==> src/mwm_pkg.sv <==
// mwm_pkg: shared types and constants for the mecanum wheel mixer
// depends on nothing
`default_nettype none
package mwm_pkg;
    localparam int QW       = 15;
    localparam int NW       = 26;
    localparam int DW       = 11;
    localparam int LANES    = 4;
    localparam int GSHIFT   = 14;
    localparam int CFG_AW   = 8;

    localparam logic [CFG_AW-1:0] REG_GAIN_LF = 8'd0;
    localparam logic [CFG_AW-1:0] REG_GAIN_RB = 8'd1;
    localparam logic [CFG_AW-1:0] REG_GAIN_LB = 8'd2;
    localparam logic [CFG_AW-1:0] REG_GAIN_RF = 8'd3;

    localparam logic signed [15:0] GAIN_ONE = 16'sd16384;
    localparam logic signed [15:0] QMAX     = 16'sd32767;

    typedef logic signed [15:0] t_s16;
    typedef t_s16 [LANES-1:0] t_gains;

    typedef struct packed {
        logic [7:0] strafe_byte;
        logic [7:0] forward_byte;
        logic [7:0] rotate_byte;
    } t_cmd;

    typedef struct packed {
        logic signed [15:0] left_front_cmd;
        logic signed [15:0] right_back_cmd;
        logic signed [15:0] left_back_cmd;
        logic signed [15:0] right_front_cmd;
    } t_res;

    typedef struct packed {
        logic          neg;
        logic [NW-1:0] rem;
        logic [QW-1:0] quo;
    } t_lane;

    typedef t_lane [LANES-1:0] t_lanes;
endpackage
`default_nettype wire

==> src/mwm_gain.sv <==
// mwm_gain: signs quotients, applies calibration gains, saturates
// depends on mwm_pkg
`default_nettype none
module mwm_gain import mwm_pkg::*; (
    input  wire logic   i_clk,
    input  wire logic   i_rst_n,
    input  wire logic   i_valid,
    input  wire t_lanes i_lanes,
    input  wire t_gains i_gains,
    output logic        o_valid,
    output t_res        o_res
);
    logic               r_va, r_vb, r_vc;
    logic signed [15:0] r_q [LANES];
    logic signed [31:0] r_p [LANES];
    t_s16               n_out [LANES];
    t_res               r_res;

    always_comb begin
        for (int i = 0; i < LANES; i++) begin
            logic signed [17:0] s;
            s = 18'(r_p[i] >>> GSHIFT);
            if (s > 18'sd32767) begin
                n_out[i] = QMAX;
            end else if (s < -18'sd32767) begin
                n_out[i] = -QMAX;
            end else begin
                n_out[i] = s[15:0];
            end
        end
    end

    always_ff @(posedge i_clk) begin
        if (!i_rst_n) begin
            r_va <= 1'b0;
            r_vb <= 1'b0;
            r_vc <= 1'b0;
        end else begin
            r_va <= i_valid;
            r_vb <= r_va;
            r_vc <= r_vb;
        end
        for (int i = 0; i < LANES; i++) begin
            r_q[i] <= i_lanes[i].neg ? -$signed({1'b0, i_lanes[i].quo})
                                     :  $signed({1'b0, i_lanes[i].quo});
            r_p[i] <= 32'(r_q[i]) * 32'(i_gains[i]);
        end
        r_res.left_front_cmd  <= n_out[0];
        r_res.right_back_cmd  <= n_out[1];
        r_res.left_back_cmd   <= n_out[2];
        r_res.right_front_cmd <= n_out[3];
    end

    assign o_valid = r_vc;
    assign o_res   = r_res;
endmodule
`default_nettype wire
==> config.mk <==
export PLATFORM = sky130hd
export DESIGN_NAME = mwm_gain
export DESIGN_NICKNAME = d
export VERILOG_FILES = /design/src/mwm_pkg.sv /design/src/mwm_gain.sv
export SDC_FILE = /design/constraint.sdc
export NUM_CORES = 2
export LEC_CHECK = 0
export BUFFER_PORTS_ARGS = -buffer_cell sky130_fd_sc_hd__buf_2
export CAP_MARGIN = 5
export CORE_MARGIN = 3
export CORE_UTILIZATION = 50
export CTS_CLUSTER_DIAMETER = 120
export DETAILED_ROUTE_END_ITERATION = 16
export GPL_TIMING_DRIVEN = 0
export PLACE_DENSITY = 0.73
export SYNTH_ARGS = -nofsm -noshare
export SYNTH_HDL_FRONTEND = slang
export SYNTH_SLANG_ARGS = --single-unit
==> constraint.sdc <==
create_clock -name i_clk -period 8.3 [get_ports i_clk]
set_clock_uncertainty 0.05 [all_clocks]
set_input_delay 0.415 -clock i_clk [delete_from_list [all_inputs] [get_ports i_clk]]
set_output_delay 0.415 -clock i_clk [all_outputs]
set_load 0.01 [all_outputs]
=== Word level (Yosys, flattened, before mapping) ===
Memories as Yosys holds them, arrays and structs flattened.
Index checks and enable logic that the tools add are counted.

* Flip-flop bits (word level): 67
* Word-level logic and storage cells: 41
* Memories kept: 2
* Memory bits (writable): 192
* Output and inout port bits: 65

* Multipliers: 4
* Reduce and logical (&&, ||, !) cells: 4
* Muxes and demuxes: 8
* Magnitude comparators: 8
* Add/sub/neg operators: 4

{| class="wikitable"
|+ Memories
! name !! depth !! width !! read ports !! clocked after memory_dff !! write ports !! RTL line !! source
|-
| r_p || 4 || 32 || 4 || 0 || 4 || mwm_gain.sv:15 || <nowiki>logic signed [31:0] r_p [LANES];</nowiki>
|-
| r_q || 4 || 16 || 4 || 0 || 4 || mwm_gain.sv:14 || <nowiki>logic signed [15:0] r_q [LANES];</nowiki>
|}

{| class="wikitable"
|+ Operators by type and width
! operator !! number
|-
| multiplier 16 x 16 -> 32 bit || 4
|-
| two-way mux 16 bit || 8
|-
| greater-than comparator 18 x 16 -> 1 bit, second input constant || 4
|-
| less-than comparator 18 x 16 -> 1 bit, second input constant || 4
|-
| negation 15 -> 16 bit || 4
|-
| OR reduction 2 bit || 4
|}

=== Logic depth before layout (Yosys ltp) ===
* Depth after elaboration: 2
* Depth in mapped cells: 24
* Depth with buffers taken out: 23

=== Worst setup path after synthesis ===
No wires, ideal clock.

* Path kind: input port to flip-flop
* Start point: in i_gains[49] (netlist name)
* End point: mem r_p[3][31]
* Cell stages on the path: 20
* Slack: 2.046 ns
* Buffers on the path: 1
* Arrival: 6.076 ns
* Path through: clkbuf_1 > nand2_1 > inv_1 > fa_1 > fa_1 > fa_1 > fa_1 > fa_1 > inv_1 > fa_1 > inv_1 > ha_1 > a21oi_1 > o21bai_1 > a21o_1 > a21o_1 > a21o_1 > a2111oi_4 > nor3_1 > or3b_1

{| class="wikitable"
|+ RTL lines
! what !! RTL line !! source
|-
| start: declaration || mwm_gain.sv:9 || <nowiki>input wire t_gains i_gains,</nowiki>
|-
| end: declaration || mwm_gain.sv:15 ||
|}

==> results.md <==
* Status: finished clean
* Die area at approximately 90000 sq um
* Number of flops mapped to enable cells by yosys at 0
* Worst Setup SP: r_q[1][10]
* Syn Nets at between 6000 and 7000
* Congestion Overflow GR at 0
* WHS Endpoint: r_q[2][3]
* Worst Max-Slew Pin Slew at around 1100 ps
* Hold Slack at 53.38 ps
* Final Cell Area at 47190 sq um
* Synth top area share at 0.4816
* DRT Pass-1 Iters at 5
* Critical path required time at about 8700 ps
* Port Buffers at 195
* Via count at between 30000 and 40000
* Post-synthesis sequential area ratio at 0.09365
* Minimum clock period at about 7400 ps
* Cts repair resizes at 0
* Commonest non-fill, non-tap cell in the layout: inv_1
* Cell variety after synth at 60
* Nets at between 6000 and 7000
* Hold Path Class: input port to flip-flop
* Core Footprint at 85550 sq um
* Flop2flop setup slack at around 870 ps
* Final WS setup at between 800 and 900 ps
* Wirelength per Cell at 17.37 um
* FILL cells at 7566
* Crit path DAT at slightly below 8000 ps
* Synth Area per Inst at between 9 and 10 sq um
* Overall Global Routing Usage at 0.2438
* Slew Viols, Final at 0
* RSZ-0062 raised after global routing: false
* Mapped Cells at 4562
* Startpoint Class: flip-flop
* Latest clock arrival within the worst-skew pair at 580 ps
* Seq cells post-synth at approximately 200
* Hold-fix buffers, CTS at between 40 and 50
* First-pass GRT wire length at 175200 um
* # setup viols final at 0
* Max-cap violations at 0
* Worst r2r dst: r_p[1][30]
* Number of DRC markers after the initial detailed-route iteration at 1861
* ANT nets after route at 0
* Highest Clock Rate at 0.1345 GHz
* Reg2reg path depth at 20
* DR DRC count at 0
* Reg clk slew, reported paths at approximately 60 ps
* Cell Area, Synth at about 43000 sq um
* Die height at about 300 um
* Syn. warnings at 0
* R2R Path Start: r_q[1][10]
* CTS tree: yes
* FP Rows at around 110
* Die X-Extent at 300.6 um
* CTS buffer count at 27
* CP endpoint kind: flip-flop
* Post-CTS setup buffers at 0
* Top post-synthesis cells by area: fa_1, inv_1, dfxtp_1, ha_1, and2_1
* Initial antenna violation count at 1
* FFs w/ async S/R, synth at 0
* Hold path start: i_lanes[87]
* Share of cells above drive strength 1 at 0.05212
* Final wirelength at 104200 um
* Pre-CTS WS at 845.5 ps
* Number of global-route vias before repair at ~34000
* Top FF cell, synth: dfxtp_1
* Critical-path maximum fanout at 10
* Max clock buf depth at 3
* Clock root buffer: clkbuf_16
* # diodes at 0
* CP Class: flip-flop to flip-flop
* P&R area growth vs syn at 8.733%
* Largest net degree at the start of global routing at 14
* Setup TNS at 0 ps
* Detailed placer's ending HPWL at about 90000 um
* CTS sink cnt at 203
* Worst Hold Path Cells at 2
* Post-Place Cell Area at ~46000 sq um
* Most frequent cells in the layout: inv_1, fa_1, nand2_1, and2_1, ha_1
* Final Hold Fails at 0
* Ports at 300
* DR vias/cell at 5.148
* Crit share post-route at 0.8957
* Rel. slew slack at 0.2855
* Largest area contributor in the netlist: fa_1
* Routability cong. at 0.9260
* H-tree Lvls at 1
* Starting Density at 0.5073
worst max-delay path by stage:
stage,end,slack (ps),cells past startpoint
global route,r_p[1][30],490,20
CTS,r_p[1][30],830,20
floorplan,r_p[3][31],2050,20
finish,r_p[1][30],870,20
detailed placement,r_p[1][30],850,21
global placement,r_p[1][30],900,21
cell type report:
type                    instances  area [sq um]  area share
plain buffers                 146         548.0     0.01161
flip-flops and latches        203          4064     0.08613
clock inverters                15         186.4    0.003951
repair buffers                242          1446     0.03065
inverters                    1161          4358     0.09236
multi-input cells            3052         34430      0.7296
clock buffers                  35         725.7     0.01538
well taps                    1144          1431     0.03034
cell usage after synthesis (17+ instances only):
cell	n
a21o_1	80
a21oi_1	45
and2_1	487
clkbuf_1	144
dfxtp_1	203
fa_1	1044
ha_1	320
inv_1	1161
nand2_1	523
nand2b_1	32
nand3_1	20
nand4_1	20
nor2_1	105
nor3_1	20
nor4_1	17
o21ai_0	57
xnor2_1	134
xor2_1	22
metrics by stage:
| step | cells | util |
|---|---|---|
| 2_1_floorplan | 4562 | - |
| 3_3_place_gp | 5901 | 0.5354 |
| 3_5_place_dp | 5901 | 0.5354 |
| 4_1_cts | 5998 | 0.5516 |
| 5_1_grt | 5998 | 0.5516 |
| 6_report | 5998 | 0.5516 |
state kept, by name, indices dropped and copies added (netlist names):
| signal | count |
|---|---|
| o_res | 64 |
| r_p | 72 |
| r_vb | 1 |
| r_va | 1 |
| r_q | 64 |
| o_valid | 1 |
worst max-delay path, cell delays in order, from the launching register on:
cell and delay [ps]:
dfxtp_1 470, clkbuf_1 550, nand2_1 160, fa_1 520
fa_1 560, fa_1 530, inv_1 60, fa_1 490
fa_1 490, inv_1 50, fa_1 470, inv_1 40
ha_1 300, a211oi_1 250, o211ai_1 310, o21ba_1 300
o41a_1 520, a31oi_1 540, o21ai_0 240, a21oi_1 230
xnor2_1 190
logic make-up after synthesis:
logic type                 share of synthesized area
DFF                                          0.09365
xor gates and xnor gates                     0.03149
and+or+nand+nor                               0.1457
AOI/OAI and AO/OA                            0.04221
buffers and inverters                         0.1131
adders and majority gates                     0.5739
layer usage:
| metal | vias to the layer above | wire length (um) | global-route usage |
|---|---|---|---|
| met5 | - | 8 | 0 |
| met4 | 2 | 4141 | 0.08324 |
| met3 | 248 | 7620 | 0.04037 |
| met2 | 1100 | 50870 | 0.4148 |
| met1 | 15680 | 41550 | 0.3175 |
| li1 | 13850 | - | - |
Power is not shown: default switching activity piles up to over one toggle a cycle in this logic, so the estimate is an artifact.
