<file path="config.mk">
export PLATFORM = sky130hd
export DESIGN_NAME = mwm_front
export DESIGN_NICKNAME = d
export VERILOG_FILES = /design/src/mwm_pkg.sv /design/src/mwm_front.sv
export SDC_FILE = /design/constraint.sdc
export NUM_CORES = 1
export LEC_CHECK = 0
export BUFFER_PORTS_ARGS = -buffer_cell sky130_fd_sc_hd__buf_2
export CORE_MARGIN = 10
export CORE_UTILIZATION = 59
export DETAILED_ROUTE_END_ITERATION = 10
export GPL_TIMING_DRIVEN = 0
export PLACE_DENSITY = 0.86
export SYNTH_ARGS = -nofsm -noshare
export SYNTH_HDL_FRONTEND = slang
export SYNTH_SLANG_ARGS = --single-unit
</file>
<file path="constraint.sdc">
create_clock -name i_clk -period 6.61 [get_ports i_clk]
set_input_delay 0.3305 -clock i_clk [delete_from_list [all_inputs] [get_ports i_clk]]
set_output_delay 0.3305 -clock i_clk [all_outputs]
set_load 0.005 [all_outputs]
</file>
<file path="src/mwm_pkg.sv">
// mwm_pkg: shared types and constants for the mecanum wheel mixer
// depends on nothing
`default_nettype none
package mwm_pkg;
    localparam int QW       = 15;
    localparam int NW       = 26;
    localparam int DW       = 11;
    localparam int LANES    = 4;
    localparam int GSHIFT   = 14;
    localparam int CFG_AW   = 8;

    localparam logic [CFG_AW-1:0] REG_GAIN_LF = 8'd0;
    localparam logic [CFG_AW-1:0] REG_GAIN_RB = 8'd1;
    localparam logic [CFG_AW-1:0] REG_GAIN_LB = 8'd2;
    localparam logic [CFG_AW-1:0] REG_GAIN_RF = 8'd3;

    localparam logic signed [15:0] GAIN_ONE = 16'sd16384;
    localparam logic signed [15:0] QMAX     = 16'sd32767;

    typedef logic signed [15:0] t_s16;
    typedef t_s16 [LANES-1:0] t_gains;

    typedef struct packed {
        logic [7:0] strafe_byte;
        logic [7:0] forward_byte;
        logic [7:0] rotate_byte;
    } t_cmd;

    typedef struct packed {
        logic signed [15:0] left_front_cmd;
        logic signed [15:0] right_back_cmd;
        logic signed [15:0] left_back_cmd;
        logic signed [15:0] right_front_cmd;
    } t_res;

    typedef struct packed {
        logic          neg;
        logic [NW-1:0] rem;
        logic [QW-1:0] quo;
    } t_lane;

    typedef t_lane [LANES-1:0] t_lanes;
endpackage
`default_nettype wire

</file>
<file path="src/mwm_front.sv">
// mwm_front: maps bytes to axes, forms wheel sums and divider operands
// depends on mwm_pkg
`default_nettype none
module mwm_front import mwm_pkg::*; (
    input  wire logic          i_clk,
    input  wire logic          i_rst_n,
    input  wire logic          i_valid,
    input  wire t_cmd          i_cmd,
    output logic               o_valid,
    output t_lanes             o_lanes,
    output logic [DW-1:0]      o_den
);
    logic signed [9:0]  x, y, r;
    logic [9:0]         ax, ay, ar;
    logic signed [10:0] n_sum [LANES];
    logic [9:0]         n_d;

    logic               r_v1;
    logic signed [10:0] r_sum [LANES];
    logic [9:0]         r_d;

    logic               r_v2;
    t_lanes             r_lanes;
    logic [DW-1:0]      r_den;

    always_comb begin
        x  = $signed({1'b0, i_cmd.strafe_byte, 1'b0}) - 10'sd255;
        y  = 10'sd255 - $signed({1'b0, i_cmd.forward_byte, 1'b0});
        r  = 10'sd255 - $signed({1'b0, i_cmd.rotate_byte, 1'b0});
        ax = x[9] ? 10'(-x) : 10'(x);
        ay = y[9] ? 10'(-y) : 10'(y);
        ar = r[9] ? 10'(-r) : 10'(r);
        n_d = ax + ay + ar;
        n_sum[0] = 11'(x) + 11'(y) - 11'(r);
        n_sum[1] = 11'(x) + 11'(y) + 11'(r);
        n_sum[2] = -11'(x) + 11'(y) - 11'(r);
        n_sum[3] = -11'(x) + 11'(y) + 11'(r);
    end

    always_ff @(posedge i_clk) begin
        if (!i_rst_n) begin
            r_v1 <= 1'b0;
            r_v2 <= 1'b0;
        end else begin
            r_v1 <= i_valid;
            r_v2 <= r_v1;
        end
        r_sum <= n_sum;
        r_d   <= n_d;
    end

    logic [9:0]    mag [LANES];
    logic [9:0]    dcl;
    t_lanes        n_lanes;

    always_comb begin
        dcl = (r_d < 10'd255) ? 10'd255 : r_d;
        for (int i = 0; i < LANES; i++) begin
            mag[i] = r_sum[i][10] ? 10'(-r_sum[i]) : 10'(r_sum[i]);
            n_lanes[i].neg = r_sum[i][10];
            n_lanes[i].rem = ({16'd0, mag[i]} << 16) - ({16'd0, mag[i]} << 1)
                             + {16'd0, dcl};
            n_lanes[i].quo = '0;
        end
    end

    always_ff @(posedge i_clk) begin
        r_lanes <= n_lanes;
        r_den   <= {dcl, 1'b0};
    end

    assign o_valid = r_v2;
    assign o_lanes = r_lanes;
    assign o_den   = r_den;
endmodule
`default_nettype wire

</file>
Word level (Yosys, flattened, before mapping)
Index checks and enable logic that the tools add are counted.

word-level totals
  register bits after elaboration = 174
  bits of input ports = 27
  output and inout port bits = 180
  logic and storage cells = 52

cells by class
  $add $sub $neg = 27
  magnitude comparators = 1
  muxes and demuxes = 8

operators with widths
  operator              count
  $add 26x10->26        4
  $sub 26x11->26        4
  $mux 10               8
  $neg 10->10           7
  $add 11x10->11        3
  $sub 11x10->11        2
  $add 10x10->10        2
  $sub 8x9->10 const A  2
  $add 10x10->11        1
  $neg 10->11           1
  $lt 10x8->1 const B   1
  $sub 9x8->10 const B  1

Longest topological paths before layout
  depth after elaboration = 5
  mapped depth = 15
  mapped depth without buffers = 14

Worst setup path before layout
Ideal clock, no wire load.

  kind = input-to-reg
  start = in i_cmd[8] (netlist bit)
  end = reg r_sum (netlist bit n_lanes[125])
  library setup time = 0.125 ns
  data arrival time = 2.775 ns
  data required time = 6.485 ns
  setup slack = 3.710 ns
  stages = 15
  buffers on the path = 1
  cells stage by stage = ha_1 -> inv_1 -> fa_1 -> a21o_1 -> a21oi_1 -> o21bai_1 -> a21oi_1 -> xnor2_1 -> ha_1 -> clkbuf_1 -> inv_1 -> a21o_1 -> a21oi_1 -> o221ai_1 -> xnor2_1

RTL lines
  item                  RTL line         source
  from (decl)           mwm_front.sv:8   input wire t_cmd i_cmd,
  to (signal assigned)  mwm_front.sv:48  r_sum <= n_sum;
  to (decl)             mwm_front.sv:19  logic signed [10:0] r_sum [LANES];

==> impl_results.md <==
* Outcome: completed
* Reg area at 0.00322 mm²
* Final net count at 1284
* Setup crit start kind: input port
* Ratio of cells with drive above 1 in the final layout at 23.9%
* Avg Inst Size Synth at 9.65 µm²
* Clk sink count at 161
* Rows at 44
* Final Setup Violations at 0
* Area Overhead vs Synth at 20.0%
* Final hold vios at 0
* CP top delay family: compound AO/OA/AOI/OAI gates
* Die area at 0.0204 mm²
* Tmin final at 2.95 ns
* Synth area leader: dfxtp_1
* Final Instance Area at 0.0107 mm²
* P per Cell Area at 621 mW/mm²
* Worst Tran Pin Value at 0.685 ns
* Final worst slack at 3.66 ns
* DP HPWL at 16400 µm
* Total number of yosys warnings at 0
* Hold Path Class: in2reg
* Worst endpoint required time at 6.91 ns
* Fin crit share at 44.7%
* Clock-pin slew on the worst setup and hold paths at 0.07 ns
* Resized cells post-CTS at 0
* RSZ-0062 raised after global routing: no
* Multi-input logic area at 0.00491 mm²
* Post-DRT Antenna Nets at 0
* Routed WL per cell at 15.4 µm
* DR vias/cell at 4.93
* Synth top area share at 36.2%
* Crit path largest cell delay at 0.35 ns
* First-pass GRT wire length at 32700 µm
* #FFs+latches synth at 161
* Distinct cells, synth at 66
* Initial antenna violation count at 3
* Vias in the first global route at 6626
* Sequential fraction of the synthesis area at 36.2%
* EDFF count, synth at 0
* Asr flop ratio synth at 0%
* Root buffer selected by CTS: clkbuf_16
* Max Buffers Root-to-Sink at 2
* Setup TNS at 0 ns
* Pwr Total at 6.63 mW
* Largest net degree at the start of global routing at 18
* Worst Setup End Kind: flip-flop
* Cell mode on critical path: ha_1
* Cell count after synthesis at 922
* Critical-path cell list: buf_2 > inv_1 > ha_1 > o21ba_2 > o21ai_1 > a21oi_1 > nor2_1 > xnor2_1 > ha_1 > clkbuf_1 > nor2b_1 > a31o_1 > o41ai_2 > o31ai_1 > xor2_1
* CTS buffer count at 17
* CTS tree: yes
* Netlist Area Pre-Place at 0.00890 mm²
* Crit path kind: in2reg
* IO Count at 207
* Detailed Routing Iterations Pass 1 at 5
* Slew Viols, Final at 0
* Gp weighted congestion at 0.898
* Most used DFF post-synth: dfxtp_1
* Post-Route WL at 20800 µm
* Clk_skew at 0.00742 ns
* Vias at 6626
* Max-Cap Viols at 0
* CP arrival at 3.25 ns
* Placed cell area at 0.0101 mm²
* Gr usage total at 20.0%
* Gr ovfl total at 0
* H-tree levels at 4
* Buffer and inverter count on the worst path at 3
* Slew headroom at 54.3%
* Pleak at 5.34 nW
* Crit-path slowest cell: ha_1
* Fmax at 339 MHz
* Post-CTS Hold Fix Bufs at 0
* IO buf count at 140
* Worst VDD drop at 0.274 mV
* Initial Util at 60.8%
* Fillers at 1072
* Ranking of synthesized cells by area: dfxtp_1, ha_1, xnor2_1, xor2_1, buf_4
* Worst skew pair latency at 0.42 ns
* DIE WIDTH at 143 µm
* Hold slack at 0.125 ns
* # Post-CTS Setup Buffers at 0
* Max FO, Critical Path at 8
* Initial DRC count at 278
* Pre-CTS WS at 3.24 ns
* Die Y at 143 µm
* DRC viols at 0
* Core ar. at 0.0146 mm²
==> where the power goes <==
| group | switching (mW) | leakage [nW] | total, mW | internal (mW) |
|---|---|---|---|---|
| Clock | 0.412 | 0.297 | 0.996 | 0.584 |
| Sequential | 0.125 | 1.35 | 1.63 | 1.51 |
| Combinational | 2.28 | 3.69 | 4.00 | 1.72 |
| Total | 2.82 | 5.34 | 6.63 | 3.81 |
==> cell usage after synthesis, drive strengths merged (3+ instances only) <==
| library cell | count |
|---|---|
| dfxtp | 161 |
| inv | 106 |
| ha | 95 |
| buf | 81 |
| xnor2 | 69 |
| xor2 | 65 |
| a21oi | 59 |
| nor2 | 42 |
| nand2 | 30 |
| o21ai | 25 |
| a21o | 21 |
| fa | 17 |
| nand2b | 12 |
| nor2b | 12 |
| o21a | 12 |
| nor3 | 11 |
| or2 | 8 |
| a31oi | 7 |
| clkbuf | 7 |
| o211ai | 7 |
| o31ai | 7 |
| o21bai | 6 |
| and3 | 5 |
| nand4 | 5 |
| a311o | 4 |
| and2 | 4 |
| nand3 | 4 |
| o31a | 4 |
| a21boi | 3 |
| o22ai | 3 |
| o41ai | 3 |
| or3 | 3 |
==> logic make-up after synthesis <==
kind of cell / after synthesis / share of synthesized area [%]
buffers and inverters: 195 / 11.3
XOR/XNOR: 134 / 13.2
other: 2 / 0.0844
AO/OA/AOI/OAI: 180 / 14.4
adder cells (fa/ha/maj): 112 / 17.2
flip-flops: 161 / 36.2
AND/OR/NAND/NOR: 138 / 7.56
==> placed cells by master (no fill, tap or decap), types with 16 or more instances in the layout <==
| master | instances |
|---|---|
| ha_1 | 95 |
| xnor2_1 | 69 |
| nand2_1 | 30 |
| clkbuf_16 | 17 |
| inv_1 | 105 |
| o21ai_0 | 16 |
| a21o_1 | 19 |
| xor2_1 | 65 |
| dfxtp_1 | 161 |
| conb_1 | 66 |
| nor2_1 | 42 |
| buf_4 | 69 |
| buf_2 | 149 |
| fa_1 | 17 |
| a21oi_1 | 56 |
==> layer usage <==
layer  vias to the layer above  part of all wire [%]  track usage [%]
li1                       3342                     -                -
met1                      2991                    40             21.9
met2                       242                    48             35.4
met3                        49                   8.7             5.80
met4                         2                   2.8             8.14
met5                         -                 0.043                0
==> state kept, by name (all words and copies together) (netlist names) <==
signal / cells
o_lanes: 101
r_sum: 36
o_den: 9
r_d: 9
n_lanes: 4
o_valid: 1
r_v1: 1
==> through the flow <==
step                cells  utilization, %
floorplan             986               -
global placement     1310            68.8
detailed placement   1310            68.8
CTS                  1342            72.9
global route         1343            72.9
finish               1345            72.9
==> final cells by class <==
type / instances / share of cell area [%]
Multi-Input combinational cell: 630 / 45.9
Sequential cell: 161 / 30.2
Timing Repair Buffer: 140 / 6.56
Buffer: 89 / 5.72
Clock buffer: 19 / 4.24
Inverter: 106 / 3.73
Tap cell: 184 / 2.16
Clock inverter: 13 / 1.41
Antenna cell: 3 / 0.0703
==> worst register-to-register path, stage by stage (launching register included) <==
cell	delay, ns
dfxtp_1	0.39
nor2_1	0.12
or2_2	0.43
ha_1	0.38
ha_1	0.18
o21ai_0	0.17
nand2b_1	0.09
a21oi_1	0.30
o2111ai_1	0.21
a21oi_1	0.24
xnor2_1	0.14
==> final timing paths <==
path	start	endpoint	slack (ns)	cells past startpoint
hold reg to reg	n_lanes[125]$_DFF_P_	o_lanes[125]$_DFF_P_	0.34	0
hold / removal	i_rst_n	o_valid$_SDFF_PN0_	0.12	2
setup / recovery	i_cmd[9]	n_lanes[83]$_DFF_P_	3.66	15
setup reg to reg	r_d[9]$_DFF_P_	o_lanes[108]$_DFF_P_	3.91	10
Power figures use the tool's default switching activity.
