===== src/mwm_pkg.sv =====
// mwm_pkg: shared types and constants for the mecanum wheel mixer
// depends on nothing
`default_nettype none
package mwm_pkg;
    localparam int QW       = 15;
    localparam int NW       = 26;
    localparam int DW       = 11;
    localparam int LANES    = 4;
    localparam int GSHIFT   = 14;
    localparam int CFG_AW   = 8;

    localparam logic [CFG_AW-1:0] REG_GAIN_LF = 8'd0;
    localparam logic [CFG_AW-1:0] REG_GAIN_RB = 8'd1;
    localparam logic [CFG_AW-1:0] REG_GAIN_LB = 8'd2;
    localparam logic [CFG_AW-1:0] REG_GAIN_RF = 8'd3;

    localparam logic signed [15:0] GAIN_ONE = 16'sd16384;
    localparam logic signed [15:0] QMAX     = 16'sd32767;

    typedef logic signed [15:0] t_s16;
    typedef t_s16 [LANES-1:0] t_gains;

    typedef struct packed {
        logic [7:0] strafe_byte;
        logic [7:0] forward_byte;
        logic [7:0] rotate_byte;
    } t_cmd;

    typedef struct packed {
        logic signed [15:0] left_front_cmd;
        logic signed [15:0] right_back_cmd;
        logic signed [15:0] left_back_cmd;
        logic signed [15:0] right_front_cmd;
    } t_res;

    typedef struct packed {
        logic          neg;
        logic [NW-1:0] rem;
        logic [QW-1:0] quo;
    } t_lane;

    typedef t_lane [LANES-1:0] t_lanes;
endpackage
`default_nettype wire


===== src/mwm_div.sv =====
// mwm_div: pipelined restoring divider, one quotient bit per stage, four lanes
// depends on mwm_pkg
`default_nettype none
module mwm_div import mwm_pkg::*; (
    input  wire logic          i_clk,
    input  wire logic          i_rst_n,
    input  wire logic          i_valid,
    input  wire t_lanes        i_lanes,
    input  wire logic [DW-1:0] i_den,
    output logic               o_valid,
    output t_lanes             o_lanes
);
    logic          r_v    [QW+1];
    logic [DW-1:0] r_den  [QW+1];
    t_lanes        r_lane [QW+1];

    assign r_v[0]    = i_valid;
    assign r_den[0]  = i_den;
    assign r_lane[0] = i_lanes;

    for (genvar k = 0; k < QW; k++) begin : g_stage
        localparam int B = QW - 1 - k;
        logic [NW-1:0] dsh;
        t_lanes        n_lane;
        always_comb begin
            dsh = NW'(r_den[k]) << B;
            n_lane = r_lane[k];
            for (int i = 0; i < LANES; i++) begin
                if (r_lane[k][i].rem >= dsh) begin
                    n_lane[i].rem    = r_lane[k][i].rem - dsh;
                    n_lane[i].quo[B] = 1'b1;
                end
            end
        end
        always_ff @(posedge i_clk) begin
            if (!i_rst_n) begin
                r_v[k+1] <= 1'b0;
            end else begin
                r_v[k+1] <= r_v[k];
            end
            r_den[k+1]  <= r_den[k];
            r_lane[k+1] <= n_lane;
        end
    end

    assign o_valid = r_v[QW];
    assign o_lanes = r_lane[QW];
endmodule
`default_nettype wire


===== config.mk =====
export PLATFORM = sky130hd
export DESIGN_NAME = mwm_div
export DESIGN_NICKNAME = d
export VERILOG_FILES = /design/src/mwm_pkg.sv /design/src/mwm_div.sv
export SDC_FILE = /design/constraint.sdc
export NUM_CORES = 2
export LEC_CHECK = 0
export BUFFER_PORTS_ARGS = -buffer_cell sky130_fd_sc_hd__buf_2
export CAP_MARGIN = 10
export CORE_MARGIN = 3
export CORE_UTILIZATION = 30
export CTS_CLUSTER_DIAMETER = 100
export CTS_CLUSTER_SIZE = 8
export DETAILED_ROUTE_END_ITERATION = 7
export PLACE_DENSITY_LB_ADDON = 0.2
export SETUP_SLACK_MARGIN = 0.1
export SLEW_MARGIN = 20
export SYNTH_ARGS = -nofsm -noshare
export SYNTH_HDL_FRONTEND = slang
export SYNTH_SLANG_ARGS = --single-unit

===== constraint.sdc =====
create_clock -name i_clk -period 3.4 [get_ports i_clk]
set_input_delay 0.51 -clock i_clk [delete_from_list [all_inputs] [get_ports i_clk]]
set_output_delay 0.51 -clock i_clk [all_outputs]
set_load 0.02 [all_outputs]

# == Word-level counts from Yosys, hierarchy flattened ==
# Cells that the tools add are included.
# classes
addsub,60
n_lt_le_gt_ge,60
mux,60
# ops
op,count
$mux W26,56
$mux W27,4
$ge A26 B11 Y1,4
$ge A26 B12 Y1,4
$ge A26 B13 Y1,4
$ge A26 B14 Y1,4
$ge A26 B15 Y1,4
$ge A26 B16 Y1,4
$ge A26 B17 Y1,4
$ge A26 B18 Y1,4
$ge A26 B19 Y1,4
$ge A26 B20 Y1,4
$ge A26 B21 Y1,4
$ge A26 B22 Y1,4
$ge A26 B23 Y1,4
$ge A26 B24 Y1,4
$ge A26 B25 Y1,4
$sub A26 B11 Y26,4
$sub A26 B12 Y26,4
$sub A26 B13 Y26,4
$sub A26 B14 Y26,4
$sub A26 B15 Y26,4
$sub A26 B16 Y26,4
$sub A26 B17 Y26,4
8 further kinds,32
# totals
ff_bits,2689
out_inout_bits,169
word_cells,449

# == Longest topological paths before layout ==
# logic_depth
word_depth,2
ltp_mapped,14

# == Worst setup path before layout ==
# Ideal clock, no wire load.
# synth_timing
kind,flip-flop to flip-flop
startpoint,"reg r_den, in the netlist g_stage[14].dsh[0]"
endpoint,"reg r_lane, in the netlist o_lanes[123]"
setup_time_ns,0.134
arrival_ns,2.768
path_slack_ns,0.499
stages_incl_launch_ff,12
synth_period_minus_slack_ns,2.901
path_cell_list,dfxtp_1 ha_1 inv_1 fa_1 a211oi_1 o21a_1 o21ai_1 or3b_1 or3_1 or2_1 nor4_1 xor2_1
# synth_rtl
item,line_no,source
start: declaration,mwm_div.sv:14,logic [DW-1:0] r_den [QW+1];
start signal: indexed assignment,mwm_div.sv:41,r_den[k+1] <= r_den[k];
end signal: indexed assignment,mwm_div.sv:42,r_lane[k+1] <= n_lane;
end: declaration,mwm_div.sv:15,t_lanes r_lane [QW+1];

# == Final worst setup path ==
# layout_timing
startpoint,"reg r_den, in the netlist g_stage[12].dsh[3]"
endpoint,"reg r_lane, in the netlist g_stage[13].n_lane[86]"
# layout_between
elab_chain_cells,1
# layout_rtl
item,line_no,source
$ge A26 B13 Y1,mwm_div.sv:29,if (r_lane[k][i].rem >= dsh) begin
# No other way between the ends.
# A chain may end at the register's enable or synchronous reset.

==> summary.md <==
| Metric | Value |
|---|---|
| Worst Setup Path Type | `register to register` |
| Max Transition Viols Final | `0` |
| Filler cells | `33478` |
| Buffer and inverter count on the worst path | `5` |
| Post-route setup slack | `0.215 ns` |
| Critical path data arrival time | `3.96 ns` |
| Post-Place Worst Slack | `-0.152 ns` |
| Maximum Capacitance Violations | `0` |
| Maximum net fanout on the critical path | `18` |
| Average wire per cell in the routed design | `18.9 um` |
| Worst-Skew Late Latency | `0.93 ns` |
| Worst IR drop on VDD | `486 uV` |
| CTS HTree Levels | `5` |
| Outcome | `finished clean` |
| Cells along the critical path | `clkinvlp_4 > buf_4 > buf_4 > fa_1 > a211o_1 > a211oi_1 > o21bai_1 > a21oi_1 > buf_4 > nand2b_1 > buf_4 > or2_2` |
| Register-to-register setup slack | `0.21 ns` |
| Adder-Cell Fraction of Synth Area | `9.22%` |
| Startpoint of the most critical hold path | `i_lanes[41]` |
| Most repeated cell in the gate-level netlist after synthesis | `sky130_fd_sc_hd__dfxtp_1` |
| Capturing point of the worst reg2reg path | `g_stage[13].n_lane[86]` |
| Distinct cells, synth | `95` |
| Total nets after synthesis | `10783` |
| Synth top area share | `52.5%` |
| Simple-gate portion of the synthesized area | `13.6%` |
| GRT Total Usage | `16.3%` |
| Number of clock buffers inserted by TritonCTS | `376` |
| Deepest clock path buffer count | `4` |
| Vias/cell | `4.64` |
| Number of nets still failing antenna checks after routing | `0` |
| Post-layout net count | `11720` |
| Total number of vias | `71427` |
| Area of combinational cells with multiple inputs | `45800 sq um` |
| Number of flops mapped to enable cells by yosys | `0` |
| CTS root buf | `sky130_fd_sc_hd__clkbuf_16` |
| Die outline area | `349000 sq um` |
| Register area | `53800 sq um` |
| Residual DRC | `0` |
| Worst rel slew slack | `46.9%` |
| Largest stage delay on the critical path | `0.46 ns` |
| Power density over the cells | `977 nW/um^2` |
| Number of cells on the worst hold path | `2` |
| Die span in x | `591 um` |
| Area growth, synth to finish | `20.2%` |
| Share of synthesized area spent on multiplexers | `2.10%` |
| Area of the mapped netlist | `103000 sq um` |
| FFs w/ async S/R, synth | `0%` |
| Most common library cells after synthesis | `sky130_fd_sc_hd__dfxtp_1, sky130_fd_sc_hd__nor2_1, sky130_fd_sc_hd__a21oi_1` |
| # setup viols final | `0` |
| Dominant combinational cell family by area after synthesis | `simple AND/OR/NAND/NOR gates` |
| Leakage power of the design | `51.5 nW` |
| Worst reg2reg startpoint | `g_stage[12].dsh[3]` |
| Count of pins on the block boundary | `351` |
| Xor/xnor cell area share of the yosys netlist | `7.66%` |
| Count of endpoints failing hold in the final timing report | `0` |
| Clock Sink Count | `2689` |
| Total global routing overflow | `0` |
| Pin count of the biggest net entering global routing | `25` |
| Via count of the first global-routing pass | `74591` |
| Detailed-route wire length | `291000 um` |
| Compound-Gate Fraction of Synth Area | `11.7%` |
| Worst hold path class | `primary input to register` |
| Global-route wire length before repair | `442000 um` |
| Yosys synthesis warning count | `0` |
| Max Clk Rate | `0.314 GHz` |
| Global placement routability congestion | `0.920` |
| Gate Count Post-Synth | `9881` |
| Largest area contributor in the netlist | `sky130_fd_sc_hd__dfxtp_1` |
| Critical path required time | `4.18 ns` |
| Pre-Repair DR Iteration Count | `5` |
| Top flip-flop cell by instance count after synthesis | `sky130_fd_sc_hd__dfxtp_1` |
| Total negative slack for setup checks | `0 ns` |
| Total of flip-flops plus latches after synthesis | `2689` |
| Clock tree from TritonCTS | `yes` |
| Detailed Place HPWL | `234000 um` |
| Critical Path End Type | `register` |
| Clock tree skew after final layout | `0.0790 ns` |
| Fraction of layout cells with a size suffix above 1 | `12.9%` |
| Cell seen most often among critical-path stages | `sky130_fd_sc_hd__buf_4` |
| Mean cell area of the mapped netlist | `10.4 sq um` |
| Seq/Total Area, Yosys | `52.5%` |
| Core Rows | `214` |
| Endpoint of the worst hold-timing path | `g_stage[1].n_lane[41]` |
| Core Box Area | `340000 sq um` |
| Transition time of the tightest slew-check pin | `0.791 ns` |
| Clock transition at the register clock pins on the worst setup and hold paths after CTS | `0.05 ns` |
| IO Port Bufs | `350` |
| Initial Utilization | `30.2%` |
| Worst Reg-to-Reg Cells | `12` |
| Worst-path cell with the longest stage delay | `sky130_fd_sc_hd__fa_1` |
| Cell types occupying the most area after synthesis | `sky130_fd_sc_hd__dfxtp_1, sky130_fd_sc_hd__ha_1, sky130_fd_sc_hd__xnor2_1` |
| CP startpoint kind | `register` |
| Drt first-iter violations | `3240` |
| Delay-heaviest family, CP | `compound AO/OA/AOI/OAI gates` |
| Initial antenna violation count | `4` |
| RSZ-0062 raised after global routing | `yes` |
| Minimum clock period after layout | `3.19 ns` |
| Post-route fraction of the period consumed by the critical path | `93.7%` |
| Overall die height | `591 um` |
-- flip-flops by register name, summed over array words and instances, names as in the netlist --
name,flops
g_stage.n_lane,840
g_stage.dsh,154
o_lanes,168
r_v,14
r_lane,1512
o_valid,1
-- worst max path at each step --
| stage | from | slack, ns | cells after the start | to |
|---|---|---|---|---|
| global route | g_stage[12].dsh[3] | 0.07 | 12 | r_lane[440] |
| finish | g_stage[12].dsh[3] | 0.21 | 12 | g_stage[13].n_lane[86] |
| detailed placement | g_stage[13].dsh[11] | -0.15 | 10 | r_lane[207] |
| global placement | g_stage[13].dsh[11] | -0.18 | 10 | r_lane[207] |
| floorplan | g_stage[14].dsh[0] | 0.50 | 11 | o_lanes[123] |
| CTS | g_stage[13].dsh[8] | 0.10 | 10 | r_lane[292] |
-- layout by cell type (no fill, tap or decap), types with 66 or more instances in the layout --
cell type and instances:
sky130_fd_sc_hd__clkbuf_16 380, sky130_fd_sc_hd__or2_2 66, sky130_fd_sc_hd__a21oi_1 688, sky130_fd_sc_hd__mux2_2 152, sky130_fd_sc_hd__ha_1 660, sky130_fd_sc_hd__o21ai_0 458
sky130_fd_sc_hd__nand2b_1 157, sky130_fd_sc_hd__inv_1 380, sky130_fd_sc_hd__buf_2 350, sky130_fd_sc_hd__nand3_1 129, sky130_fd_sc_hd__nand4_1 91, sky130_fd_sc_hd__dlygate4sd3_1 184
sky130_fd_sc_hd__xnor2_1 454, sky130_fd_sc_hd__nor2b_1 121, sky130_fd_sc_hd__o21a_1 100, sky130_fd_sc_hd__nor4_1 184, sky130_fd_sc_hd__dfxtp_1 2686, sky130_fd_sc_hd__a21o_1 178
sky130_fd_sc_hd__or3_1 99, sky130_fd_sc_hd__nor2_1 752, sky130_fd_sc_hd__nand2_1 537, sky130_fd_sc_hd__xor2_1 444, sky130_fd_sc_hd__nor3_1 231, sky130_fd_sc_hd__buf_4 312
-- cell type report --
| type | count | area share [%] |
|---|---|---|
| clock buffers | 384 | 7.74 |
| repair buffers | 868 | 5.16 |
| diodes | 4 | 0.00811 |
| well taps | 4536 | 4.60 |
| clock inverters | 27 | 0.535 |
| multi-input cells | 6498 | 37.1 |
| flip-flops and latches | 2689 | 43.6 |
| inverters | 385 | 1.18 |
-- routing by layer --
layer	global-route usage, %	up-vias	share of wire, %
met4	9.96	0	6.7
met1	17.5	33087	39
met5	0	-	0
met2	30.2	1515	51
met3	2.04	655	3.1
li1	-	36170	-
-- timing repair --
action / CTS / global route
hold buffers: 184 / 0
resized for setup: 8 / 35
endpoints found under the setup margin: 29 / 57
pin swaps: 0 / 1
buffers inserted: 0 / 9
cloned: 0 / 0
endpoints found under the hold margin: 194 / 0
-- where the power goes --
part           switching, W  internal [W]  total, W
Combinational        0.0224        0.0186    0.0411
Clock                0.0133        0.0197    0.0330
Sequential          0.00652        0.0399    0.0464
-- cells by family (layout without fill, tap and decap cells) --
logic type / count (synthesis) / count (layout)
flops: 2689 / 2689
xor+xnor: 898 / 898
compound gates: 1956 / 1956
fa+ha+maj: 720 / 720
other cells: 0 / 4
simple gates: 2730 / 2730
mux: 194 / 194
buf+inv: 694 / 1664
-- worst register-to-register path, cell delays in order, from the launching register on --
cell	delay, ns
sky130_fd_sc_hd__dfxtp_1	0.41
sky130_fd_sc_hd__clkinvlp_4	0.19
sky130_fd_sc_hd__buf_4	0.19
sky130_fd_sc_hd__buf_4	0.13
sky130_fd_sc_hd__fa_1	0.46
sky130_fd_sc_hd__a211o_1	0.32
sky130_fd_sc_hd__a211oi_1	0.23
sky130_fd_sc_hd__o21bai_1	0.21
sky130_fd_sc_hd__a21oi_1	0.20
sky130_fd_sc_hd__buf_4	0.13
sky130_fd_sc_hd__nand2b_1	0.05
sky130_fd_sc_hd__buf_4	0.22
sky130_fd_sc_hd__or2_2	0.32
-- stage by stage --
stage	cells	total power, W	util (%)	area [sq um]	hold WS (ns)
finish	15391	0.121	36.3	123000	0.207
global route	15389	0.129	36.3	123000	0.147
CTS	15378	0.122	36.2	123000	0.100
detailed placement	14783	0.0877	32.7	111000	0.312
global placement	14783	0.0874	32.7	111000	0.309
floorplan	9881	0.0752	-	103000	0.310
(Power assumes the default switching activity.)
